**src/ucb7_pkg.sv**
```systemverilog
// ----------------------------------------------------------------------------
// ucb7_pkg: shared types and constants for the up/down counter display block
// Payload structs, phase codes and the seven-segment decode table.
// ----------------------------------------------------------------------------
package ucb7_pkg;

  localparam int unsigned NumDigits  = 5;
  localparam int unsigned CountW     = 7;
  localparam int unsigned SegW       = 8;
  localparam int unsigned OnTimeW    = 8;

  localparam logic [CountW-1:0]  CountMax     = 7'd99;
  localparam logic [CountW-1:0]  Radix        = 7'd10;
  localparam logic [OnTimeW-1:0] OnTimeReset  = 8'd15;
  localparam logic [OnTimeW-1:0] ElapsedMax   = 8'd255;

  // Display phase, one-hot
  typedef enum logic [3:0] {
    PH_ONES   = 4'b0001,
    PH_BLANK0 = 4'b0010,
    PH_TENS   = 4'b0100,
    PH_BLANK1 = 4'b1000
  } phase_e;

  typedef struct packed {
    logic [4:0] up_levels;
    logic [4:0] down_levels;
    logic       ms_tick;
  } in_t;

  typedef struct packed {
    logic        load_strobe;
    logic        column_update;
    logic        column_right;
    logic [39:0] segment_bytes;
    logic [34:0] count_values;
  } out_t;

  // One lane's view of its digit after this item's update
  typedef struct packed {
    logic [CountW-1:0] count;
    logic [SegW-1:0]   seg_ones;
    logic [SegW-1:0]   seg_tens;
  } lane_out_t;

  // Timer/phase status for the merge stage
  typedef struct packed {
    logic   advanced;
    phase_e phase;
  } tmr_status_t;

  function automatic logic [SegW-1:0] seg_pattern(input logic [3:0] digit);
    logic [SegW-1:0] pat;
    case (digit)
      4'd0:    pat = 8'd63;
      4'd1:    pat = 8'd6;
      4'd2:    pat = 8'd91;
      4'd3:    pat = 8'd79;
      4'd4:    pat = 8'd102;
      4'd5:    pat = 8'd109;
      4'd6:    pat = 8'd125;
      4'd7:    pat = 8'd7;
      4'd8:    pat = 8'd127;
      4'd9:    pat = 8'd103;
      default: pat = 8'd0;
    endcase
    return pat;
  endfunction

endpackage

```
**src/ucb7_lane.sv**
```systemverilog
// ----------------------------------------------------------------------------
// ucb7_lane: one digit's saturating up/down counter
// Edge-detects the buttons, updates the count, decodes both digit patterns.
// ----------------------------------------------------------------------------
module ucb7_lane import ucb7_pkg::*; #(
  parameter logic [CountW-1:0] ResetCount = 7'd1
) (
  input  logic      clk_i,
  input  logic      rst_ni,
  input  logic      accept_i,
  input  logic      up_i,
  input  logic      down_i,
  output lane_out_t lane_o
);

  logic              prev_up_q, prev_down_q;
  logic [CountW-1:0] count_q, count_d, count_sat;
  logic [14:0]       tens_prod;
  logic [3:0]        tens;
  logic [CountW-1:0] ones_w;

  always_comb begin
    count_sat = (count_q > CountMax) ? CountMax : count_q;
    count_d   = count_sat;
    if (up_i && !prev_up_q) begin
      if (count_sat < CountMax) count_d = count_sat + 7'd1;
    end else if (down_i && !prev_down_q) begin
      if (count_sat != '0) count_d = count_sat - 7'd1;
    end
  end

  // divide by ten through reciprocal, exact for counts up to 99
  assign tens_prod = 15'(count_d) * 15'd205;
  assign tens      = tens_prod[14:11];
  assign ones_w    = count_d - 7'({3'b000, tens}) * Radix;

  assign lane_o.count    = count_d;
  assign lane_o.seg_ones = seg_pattern(ones_w[3:0]);
  assign lane_o.seg_tens = seg_pattern(tens);

  always_ff @(posedge clk_i or negedge rst_ni) begin
    if (!rst_ni) begin
      prev_up_q   <= 1'b1;
      prev_down_q <= 1'b1;
      count_q     <= ResetCount;
    end else if (accept_i) begin
      prev_up_q   <= up_i;
      prev_down_q <= down_i;
      count_q     <= count_d;
    end
  end

endmodule

```
**src/ucb7_timer.sv**
```systemverilog
// ----------------------------------------------------------------------------
// ucb7_timer: on-time register, millisecond timer and display phase
// Advances the four-phase display cycle when the on-time is reached.
// ----------------------------------------------------------------------------
module ucb7_timer import ucb7_pkg::*; (
  input  logic               clk_i,
  input  logic               rst_ni,
  input  logic               accept_i,
  input  logic               ms_tick_i,
  input  logic               cfg_we_i,
  input  logic [OnTimeW-1:0] cfg_data_i,
  output tmr_status_t        status_o
);

  logic [OnTimeW-1:0] on_time_q;
  logic [OnTimeW-1:0] elapsed_q, elapsed_d, elapsed_inc;
  phase_e             phase_q, phase_d, phase_next;
  logic               advanced;

  assign elapsed_inc = (ms_tick_i && elapsed_q != ElapsedMax) ? elapsed_q + 8'd1 : elapsed_q;
  assign advanced    = (elapsed_inc >= on_time_q);
  assign elapsed_d   = advanced ? '0 : elapsed_inc;

  always_comb begin
    unique case (phase_q)
      PH_ONES:   phase_next = PH_BLANK0;
      PH_BLANK0: phase_next = PH_TENS;
      PH_TENS:   phase_next = PH_BLANK1;
      PH_BLANK1: phase_next = PH_ONES;
      default:   phase_next = PH_ONES;
    endcase
    phase_d = advanced ? phase_next : phase_q;
  end

  assign status_o.advanced = advanced;
  assign status_o.phase    = phase_d;

  always_ff @(posedge clk_i or negedge rst_ni) begin
    if (!rst_ni) begin
      on_time_q <= OnTimeReset;
    end else if (cfg_we_i) begin
      on_time_q <= cfg_data_i;
    end
  end

  always_ff @(posedge clk_i or negedge rst_ni) begin
    if (!rst_ni) begin
      elapsed_q <= '0;
      phase_q   <= PH_ONES;
    end else if (accept_i) begin
      elapsed_q <= elapsed_d;
      phase_q   <= phase_d;
    end
  end

endmodule

```
**src/ucb7_merge.sv**
```systemverilog
// ----------------------------------------------------------------------------
// ucb7_merge: combines lane results and phase status into one result
// Picks ones/tens patterns per phase and packs segments and counts.
// ----------------------------------------------------------------------------
module ucb7_merge import ucb7_pkg::*; (
  input  lane_out_t   lanes_i [NumDigits],
  input  tmr_status_t status_i,
  output out_t        result_o
);

  logic [39:0] segs;
  logic [34:0] counts;

  always_comb begin
    segs   = '0;
    counts = '0;
    for (int i = 0; i < NumDigits; i++) begin
      if (status_i.advanced && status_i.phase == PH_ONES) begin
        segs[SegW*i +: SegW] = lanes_i[i].seg_ones;
      end else if (status_i.advanced && status_i.phase == PH_TENS) begin
        segs[SegW*i +: SegW] = lanes_i[i].seg_tens;
      end
      counts[CountW*i +: CountW] = lanes_i[i].count;
    end
  end

  assign result_o.load_strobe   = status_i.advanced;
  assign result_o.column_update = status_i.advanced &&
                                  (status_i.phase == PH_ONES || status_i.phase == PH_TENS);
  assign result_o.column_right  = (status_i.phase == PH_ONES || status_i.phase == PH_BLANK0);
  assign result_o.segment_bytes = segs;
  assign result_o.count_values  = counts;

endmodule

```
**src/updown_counter_bank_7seg_mux_top.sv**
```systemverilog
// ----------------------------------------------------------------------------
// updown_counter_bank_7seg_mux_top: five-digit counter bank, muxed display
// Button edges drive saturating counts; a timer steps the display phases.
// ----------------------------------------------------------------------------
// Usage:
//   Input channel (in_valid_i / in_stall_o / in_data_i): one transfer per
//   sample of the button levels plus the millisecond tick flag.
//   Output channel (out_valid_o / out_stall_i / out_data_o): exactly one
//   result per input transfer, in order.
//   Config channel (cfg_valid_i / cfg_ready_o / cfg_data_i): writes the
//   on-time; always ready. Write only while no result is pending.
// Timing: a result appears in the cycle after its input transfer.
// Throughput: one item per cycle unless stalled; the single output register is
//   refilled in the same cycle it is drained, so sustained rate is set by it.
// Stall: while a result is held and out_stall_i is high, in_stall_o is high
//   and only a config write can change state; the held result stays stable.
// Reset (rst_ni low, async): counts 1..5, previous button levels all ones
//   (no edge on the first sample), phase ones-column, timer zero, on-time 15,
//   output empty.
// ----------------------------------------------------------------------------
module updown_counter_bank_7seg_mux_top import ucb7_pkg::*; (
  input  logic               clk_i,
  input  logic               rst_ni,
  input  logic               in_valid_i,
  output logic               in_stall_o,
  input  in_t                in_data_i,
  output logic               out_valid_o,
  input  logic               out_stall_i,
  output out_t               out_data_o,
  input  logic               cfg_valid_i,
  output logic               cfg_ready_o,
  input  logic [OnTimeW-1:0] cfg_data_i
);

  logic        out_valid_q;
  out_t        out_data_q;
  out_t        result;
  logic        accept;
  lane_out_t   lanes [NumDigits];
  tmr_status_t status;

  // stall only when a held result is itself blocked
  assign in_stall_o  = out_valid_q && out_stall_i;
  assign accept      = in_valid_i && !in_stall_o;
  assign cfg_ready_o = 1'b1;

  // one counter lane per digit
  for (genvar g = 0; g < NumDigits; g++) begin : g_lane
    ucb7_lane #(
      .ResetCount(CountW'(g + 1))
    ) u_lane (
      .clk_i    (clk_i),
      .rst_ni   (rst_ni),
      .accept_i (accept),
      .up_i     (in_data_i.up_levels[g]),
      .down_i   (in_data_i.down_levels[g]),
      .lane_o   (lanes[g])
    );
  end

  ucb7_timer u_timer (
    .clk_i      (clk_i),
    .rst_ni     (rst_ni),
    .accept_i   (accept),
    .ms_tick_i  (in_data_i.ms_tick),
    .cfg_we_i   (cfg_valid_i && cfg_ready_o),
    .cfg_data_i (cfg_data_i),
    .status_o   (status)
  );

  ucb7_merge u_merge (
    .lanes_i  (lanes),
    .status_i (status),
    .result_o (result)
  );

  // output register
  always_ff @(posedge clk_i or negedge rst_ni) begin
    if (!rst_ni) begin
      out_valid_q <= 1'b0;
    end else if (accept) begin
      out_valid_q <= 1'b1;
    end else if (!out_stall_i) begin
      out_valid_q <= 1'b0;
    end
  end

  always_ff @(posedge clk_i) begin
    if (accept) begin
      out_data_q <= result;
    end
  end

  assign out_valid_o = out_valid_q;
  assign out_data_o  = out_data_q;

endmodule
```
**config.mk**
```make
export PLATFORM = sky130hd
export DESIGN_NAME = updown_counter_bank_7seg_mux_top
export DESIGN_NICKNAME = d
export VERILOG_FILES = /design/src/ucb7_pkg.sv /design/src/ucb7_lane.sv /design/src/ucb7_timer.sv /design/src/ucb7_merge.sv /design/src/updown_counter_bank_7seg_mux_top.sv
export SDC_FILE = /design/constraint.sdc
export NUM_CORES = 1
export LEC_CHECK = 0
export CORE_ASPECT_RATIO = 1.75
export CORE_MARGIN = 8
export CORE_UTILIZATION = 55
export DETAILED_ROUTE_END_ITERATION = 8
export DONT_BUFFER_PORTS = 1
export PLACE_DENSITY = 0.7
export SYNTH_ARGS = -nofsm -noshare
export SYNTH_HDL_FRONTEND = slang
export SYNTH_SLANG_ARGS = --single-unit
```
**constraint.sdc**
```tcl
create_clock -name clk_i -period 19.72 [get_ports clk_i]
set_clock_uncertainty 0.2 [all_clocks]
set_input_delay 1.972 -clock clk_i [delete_from_list [all_inputs] [get_ports clk_i]]
set_output_delay 1.972 -clock clk_i [all_outputs]
set_load 0.03 [all_outputs]
```
# After elaboration in Yosys (flattened, before gate mapping)
# Memories as Yosys holds them, arrays and structs flattened.
# Cells that the tools add are included.
# classes
addsub	16
multipliers	10
magnitude_cmp	11
n_eq_ne	8
n_mux	41
reduce_logical	34
# ops
cell	count
$mux 7	25
$mux 8	12
$mul 7x8->15 const B	5
$add 7x1->7 const B	5
$gt 7x7->1 const B	5
$lt 7x7->1 const B	5
$reduce_bool 7->1	5
$sub 7x1->7 const B	5
$mul 4x3->3 const B	5
$sub 4x4->4	5
$logic_and 1x1->1	16
$pmux 4 s3	1
$logic_not 1->1	11
$add 8x1->8 const B	1
$eq 4x1->1 const B	2
$eq 4x2->1 const B	2
$eq 4x3->1 const B	2
$ge 8x8->1	1
$ne 8x8->1 const B	1
$mux 4	1
$logic_or 1x1->1	2
$mux 1	2
$ne 2x1->1 const B	1
# word_totals
reg_bits	144
rom_bits	1120
input_bits	24
output_inout_bits	81
elab_cells	154
mem_count	10
# memory_table
memory	depth	width	rd	rd_clocked_by_memory_dff	wr	line_no	text
(name not given)	16	7	1	0	0	ucb7_pkg.sv:54	case (digit)
(name not given)	16	7	1	0	0	ucb7_pkg.sv:54	
(name not given)	16	7	1	0	0	ucb7_pkg.sv:54	
(name not given)	16	7	1	0	0	ucb7_pkg.sv:54	
(name not given)	16	7	1	0	0	ucb7_pkg.sv:54	
(name not given)	16	7	1	0	0	ucb7_pkg.sv:54	
4 more memories	--	--	--	--	--	--	

# Logic depth before layout (Yosys ltp)
# Gate-level depths: netlist of run 1.
# An unclocked memory read counts as a cell.
# depth
word_depth	11
ltp_mapped	35
depth_no_buf	33

# Hierarchy
# A second synthesis of run 1 with hierarchy kept.
# hier_totals
cells_unflattened	1714
hier_area_um2	16363.2
# by_module_without_submodules
mod	instances	cells_per_inst	area_each_um2	seq_area_each_um2
updown_counter_bank_7seg_mux_top	1	84	2403.6	2367.3
ucb7_lane (g_lane[3].u_lane)	1	275	2352.3	229.0
ucb7_lane (g_lane[0].u_lane)	1	271	2287.2	229.0
ucb7_lane (g_lane[2].u_lane)	1	257	2264.7	230.2
ucb7_lane (g_lane[1].u_lane)	1	246	2173.3	229.0
ucb7_lane (g_lane[4].u_lane)	1	248	2137.0	230.2
ucb7_merge	1	184	1387.6	0.0
ucb7_timer	1	149	1357.6	506.7

# Worst setup path before layout of run 1
# No wires, ideal clock.
# synth_timing
kind	input to register
startpoint	input in_data_i[3] (netlist bit)
endpoint	register out_data_q, in the netlist out_data_o[55], data pin
setup_ns	0.268
t_arrival_ns	8.024
required_ns	19.252
setup_slack_ns	11.228
stages	28
path_buffers	2
path_cell_list	nand2b_1 nor4b_1 o21ai_0 a22o_1 mux2i_1 inv_1 ha_1 inv_1 fa_1 inv_1 ha_1 fa_1 ha_1 a21o_1 a21o_1 a21o_1 a221oi_1 o311ai_1 nor2b_1 clkbuf_1 xnor2_1 ha_1 or4b_1 o311a_1 xnor3_2 buf_6 mux2i_1 o211ai_1
# synth_lines
item	line_no	text
start, declared	updown_counter_bank_7seg_mux_top.sv:26	input in_t in_data_i,
end signal, assigned	updown_counter_bank_7seg_mux_top.sv:90	out_data_q <= result;
end, declared	updown_counter_bank_7seg_mux_top.sv:36	out_t out_data_q;

==> metrics.yaml, run 1 <==
floorplanning:
  io_pins: 105
  core_um2: 26400
  die-area_um2: 32300
  start_util_pct: 55.4
  die_h_um: 232
  fp.dieW_um: 139
  row_count: 79
clock_network:
  clock_latency_ns: 0.45
  postCtsHoldBufs: 0
  h-tree-depth: 4
  cts_sinks: 139
  cts_buffers: 17
  post_cts_resized: 0
  cts_buffer_depth: 2
  cts_tree: "built"
  post-cts-setup-buffer-count: 0
  cts_root_buffer: "clkbuf_16"
  cts.clk_slew.worst_paths_ns: 0.07
logic_synthesis:
  synth_top_area_share_pct: 21.2
  yosys_warnings: 0
  ys_seq_area_share_pct: 26.5
  synth_cell_types: 99
  avgSynthCellArea_um2: 9.08
  netlist_area_um2: 14600
  synth_ff_type: "edfxtp_1"
  ys_async_sr_fraction_pct: 47.5
  synth_edf_count: 73
  yosysTopAreaCell: "ha_1"
  synthCells: 1611
  ys_ff_latch: 139
  ys_top_cells_by_area: "ha_1 (21%), edfxtp_1 (15%), dfrtp_1 (7.5%), fa_1 (5.5%), nand2_1 (4.4%)"
placed_design:
  hpwl_um: 26700
  port_buffers: 0
  gp_congestion: 0.881
timing:
  slew_headroom_pct: 15.6
  fmax_ghz: 0.111
  worstMarginPinSlew_ns: 1.26
  setup_tns_ns: 0
  finalSetupViolCount: 0
  fin_crit_sh_pct: 45.9
  hold_violations: 0
  rsz0062_at_grt: "false"
  min_period_ns: 9.04
  drv_slew: 0
route:
  vias_per_cell: 6.14
  met1_length_um: 13500
  ant_nets: 0
  wl_met3_um: 1370
  wirelength_um: 35100
  vias: 11700
  highest_layer: "met4"
  drtIter0Drc: 582
  avgRoutedWirePerCell_um: 18.4
  wl_met2_um: 19100
  drcViolationCount: 0
  drt_pass1_iterations: 5
setup_path:
  slowest_delay_ns: 0.54
  cp_max_fo: 12
  crit_arrival_ns: 9.02
  end_kind: "register"
  start_kind: "input pin"
  reg2reg_slack_ns: 10.93
  path_common_cell: "ha_1"
  crit_required_ns: 19.69
  reg2reg_depth: 30
  cpMaxStageDelayCell: "nor4b_1"
  crit_type: "input pin to register"
min_path:
  hold_class: "register to register"
  holdPathStages: 2
global_routing:
  track_usage_pct: 22.4
  antenna_found_initial: 2
  grt_max_degree: 75
  grt_first_pass_wirelength_um: 58500
  grt_pass1_vias: 11800
  grt-ovfl-total: 0
finish:
  fin_nets: 1878
  syn_to_final_growth_pct: 5.25
  final_common_cell: "ha_1"
  final_cell_mix: "ha_1 (248), nand2_1 (170), inv_1 (135)"
  drive_gt1_share_pct: 7.79
outcome:
  status: "completed"
job:
  maxCapViolations: 0
[worst max-delay path: cells and delay by family]
kind / cells / cell delay, ns
simple gates: 4 / 1.65
mux: 2 / 0.48
compound gates: 9 / 1.96
xor+xnor: 2 / 0.56
buf+inv: 3 / 0.27
fa+ha+maj: 6 / 2.12
[cells in the mapped netlist, types with 11 or more instances]
master,count
mux2i_1,16
o211ai_1,28
nor2b_1,20
or3_1,18
a21oi_1,53
a21o_1,20
dfstp_2,22
buf_2,15
a31oi_1,14
o22ai_1,13
inv_1,135
and3_1,14
nand2b_1,26
and2_1,12
nand4_1,28
xnor2_1,27
nor2_1,91
nand3_1,40
o221ai_1,13
nand4b_1,11
a211oi_1,12
o21ai_0,88
nor3_1,33
fa_1,40
xor2_1,18
ha_1,248
edfxtp_1,73
inv_2,11
nand2_1,171
clkbuf_1,44
dfrtp_1,44
[state kept, by name (all words and copies together) (netlist names)]
signal	flops
g_lane.u_lane.count_q	35
g_lane.u_lane.prev_up_q	5
out_valid_o	1
u_timer.phase_q	4
u_timer.elapsed_q	8
u_timer.on_time_q	8
out_data_o	73
g_lane.u_lane.prev_down_q	5
[logic make-up (layout without fill, tap and decap cells)]
group                    count (synthesis)  in the layout  synth area share (%)
AO/OA/AOI/OAI                          359            359                  17.0
XOR/XNOR                                55             55                  3.99
adder cells (fa/ha/maj)                288            288                  26.7
buffers and inverters                  221            185                  6.06
flip-flops                             139            139                  26.5
multiplexers                            25             25                  1.81
other                                    2              8                0.0514
AND/OR/NAND/NOR                        522            522                  17.9
[path summary, 6_finish.rpt]
kind,endpoint,from
max,out_data_o[54]$_DFFE_PP_,in_data_i[3]
min,g_lane[4].u_lane.prev_down_q$_DFFE_PN1P_,g_lane[4].u_lane.prev_down_q$_DFFE_PN1P_
max reg2reg,out_data_o[40]$_DFFE_PP_,g_lane[0].u_lane.count_q[3]$_DFFE_PN0P_
min reg2reg,g_lane[4].u_lane.prev_down_q$_DFFE_PN1P_,g_lane[4].u_lane.prev_down_q$_DFFE_PN1P_
max in group asynchronous,g_lane[4].u_lane.count_q[0]$_DFFE_PN1P_,rst_ni
min in group asynchronous,g_lane[1].u_lane.count_q[4]$_DFFE_PN0P_,rst_ni
[routing by layer]
layer / global-route usage [%] / vias to the layer above
met5: 0 / -
met2: 42.9 / 285
met4: 10.9 / 0
met3: 3.60 / 76
li1: - / 5723
met1: 23.2 / 5614
[through the flow]
stage | worst slack [ns] | area (um^2) | std cells | hold WS [ns] | util, %
final | 10.68 | 15400 | 1905 | 0.260 | 58.3
after CTS | 10.69 | 15400 | 1903 | 0.264 | 58.3
after floorplan | 11.23 | 14600 | 1615 | 0.241 | -
after detailed placement | 10.25 | 14800 | 1871 | 0.252 | 56.0
after global placement | 10.36 | 14800 | 1871 | 0.247 | 56.0
after global routing | 10.10 | 15400 | 1905 | 0.279 | 58.3
[area by class of cell]
| class | count | area [um^2] |
|---|---|---|
| repair buffers | 7 | 52.6 |
| clock inverters | 13 | 156 |
| clock buffers | 19 | 464 |
| multi-input cells | 1255 | 9890 |
| inverters | 146 | 551 |
| flip-flops and latches | 139 | 3870 |
| diodes | 2 | 5.00 |
| fillers | 2361 | 11000 |
| well taps | 324 | 405 |
Power of run 1 is not shown: default switching activity piles up to over one toggle a cycle in this logic, so the estimate is an artifact.
==> run 2: changes to the inputs <==
Settings changed: PLACE_DENSITY 0.7 to 0.73.
Clock period 19.72 ns to 7.7 ns, I/O delays scaled along.
==> metrics.yaml, run 2 (synthesis gave the netlist of run 1 again) <==
outcome:
  status: "completed"
timing:
  worstMarginPinSlew_ns: 0.832  # -0.425 ns
  fmax_ghz: 0.133
  hold_violations: 0  # unchanged
  min_period_ns: 7.51
  fin_crit_sh_pct: 97.5
  finalSetupViolCount: 0  # unchanged
  drv_slew: 0  # unchanged
  slew_headroom_pct: 44.5  # +29 points
setup_path:
  crit_type: "register to register"
  slowest_delay_ns: 0.47  # -0.07 ns
  worstReg2RegStart: "g_lane[0].u_lane.count_q[2]$_DFFE_PN0P_"
  crit_required_ns: 7.68  # -12.01 ns
  reg2reg_depth: 29  # -3.3%
  crit_arrival_ns: 7.49  # -1.53 ns
  cp.depth: 29  # +12%
  cpMaxStageDelayCell: "fa_1"
  r2r-end: "out_data_o[38]$_DFFE_PP_"
  end_kind: "register"
  crit_start: "g_lane[0].u_lane.count_q[2]$_DFFE_PN0P_"
  start_kind: "register"
  cpLargestDelayFamily: "adder cells"
  reg2reg_slack_ns: 0.19  # -10.74 ns
  critPathBufInv: 4  # +1
  path_common_cell: "ha_1"
  cp_max_fo: 6  # -6
  endpoint: "out_data_o[38]$_DFFE_PP_"
global_routing:
  grt_first_pass_wirelength_um: 62200  # +6.4%
  antenna_found_initial: 1  # -1
  grt_max_degree: 71  # -5.3%
  grt_pass1_vias: 12700  # +7.2%
  grt-ovfl-total: 0  # unchanged
  track_usage_pct: 24.0  # +1.6 points
route:
  wirelength_um: 38800  # +11%
  drcViolationCount: 0  # unchanged
  drt_pass1_iterations: 5  # unchanged
  avgRoutedWirePerCell_um: 19.4  # +5.4%
  ant_nets: 0  # unchanged
  vias_per_cell: 6.22  # +1.3%
  drtIter0Drc: 747  # +28%
  vias: 12400  # +6.2%
finish:
  drive_gt1_share_pct: 16.4  # +8.6 points
  utilization_pct: 62.6  # +4.2 points
  fin_nets: 1972  # +5.0%
  final_cell_mix: "ha_1 (239), nand2_1 (169), inv_1 (129)"
  syn_to_final_growth_pct: 12.9
  final_cell_count_no_fill: 1998  # +4.9%
  largest_reg_flops: 73  # unchanged
  final_common_cell: "ha_1"
floorplanning:
  fp.dieW_um: 139  # unchanged
  row_count: 79  # unchanged
  core_um2: 26400  # unchanged
  start_util_pct: 55.4  # unchanged
  die-area_um2: 32300  # unchanged
  io_pins: 105  # unchanged
  die_h_um: 232  # unchanged
clock_network:
  clock_latency_ns: 0.46  # about the same
  cts_buffer_depth: 2  # unchanged
  cts_tree: "built"
  cts_sinks: 139  # unchanged
  cts.clk_slew.worst_paths_ns: 0.07  # about the same
  cts_buffers: 17  # unchanged
  h-tree-depth: 4  # unchanged
  cts_root_buffer: "clkbuf_16"
placed_design:
  place_inst: 1933  # +3.3%
  hpwl_um: 28800  # +7.7%
  gp_congestion: 0.941  # +6.9%
  port_buffers: 0  # unchanged
job:
  maxCapViolations: 0  # unchanged
min_path:
  hold_class: "input pin to register"
run 2: through the flow:
step	setup WS, ns	TNS [ns]	hold slack [ns]	area (um^2)
after global routing	-0.128	-0.739	0.174	16500
final	0.192	0	0.178	16500
after floorplan	0.0820	0	0.241	14600
after global placement	-0.0346	-0.0392	0.248	15200
after CTS	0.0152	0	0.152	15900
after detailed placement	-0.139	-0.753	0.254	15200
run 2: final cells by class:
cell class	count	area (um^2)
Antenna cell	1	2.50
Clock buffer	20	479
Clock inverter	12	111
Fill cell	2164	9880
Inverter	146	551
Multi-Input combinational cell	1256	10300
Sequential cell	139	3870
Tap cell	324	405
Timing Repair Buffer	100	803
run 2: repair_timing:
action,4_1_cts,5_1_grt
setup buffers,1,27
endpoints found under the setup margin,12,35
hold buffers,2,0
hold endpoints to repair,66,0
pin swaps,1,36
resized for setup,7,72
cloned,1,1
run 2: worst min path at each step:
stage | startpoint | end | slack (ns) | cells past startpoint
6_report | cfg_valid_i | u_timer.on_time_q[2]$_DFFE_PN1P_ | 0.18 | 1
3_3_place_gp | g_lane[3].u_lane.prev_down_q$_DFFE_PN1P_ | g_lane[3].u_lane.prev_down_q$_DFFE_PN1P_ | 0.25 | 2
3_5_place_dp | g_lane[1].u_lane.prev_up_q$_DFFE_PN1P_ | g_lane[1].u_lane.prev_up_q$_DFFE_PN1P_ | 0.25 | 2
5_1_grt | cfg_valid_i | u_timer.on_time_q[2]$_DFFE_PN1P_ | 0.17 | 1
2_1_floorplan | g_lane[1].u_lane.prev_down_q$_DFFE_PN1P_ | g_lane[1].u_lane.prev_down_q$_DFFE_PN1P_ | 0.24 | 2
4_1_cts | cfg_valid_i | u_timer.on_time_q[2]$_DFFE_PN1P_ | 0.15 | 1
run 2: metal layers:
metal	global-route usage (%)	wire, um	vias up
li1	-	-	5924
met1	23.4	14200	5969
met2	46.3	20800	401
met3	4.82	1900	133
met4	13.4	1910	0
met5	0	0	-
run 2: worst register-to-register path: cells and delay by family (launching register included):
| family | cells | cell delay (ns) |
|---|---|---|
| fa+ha+maj | 8 | 2.38 |
| compound gates | 10 | 2.10 |
| xor+xnor | 1 | 0.20 |
| buf+inv | 4 | 0.37 |
| flops | 1 | 0.39 |
| simple gates | 5 | 1.37 |
| mux | 1 | 0.20 |
Power of run 2 is left out for the same reason.
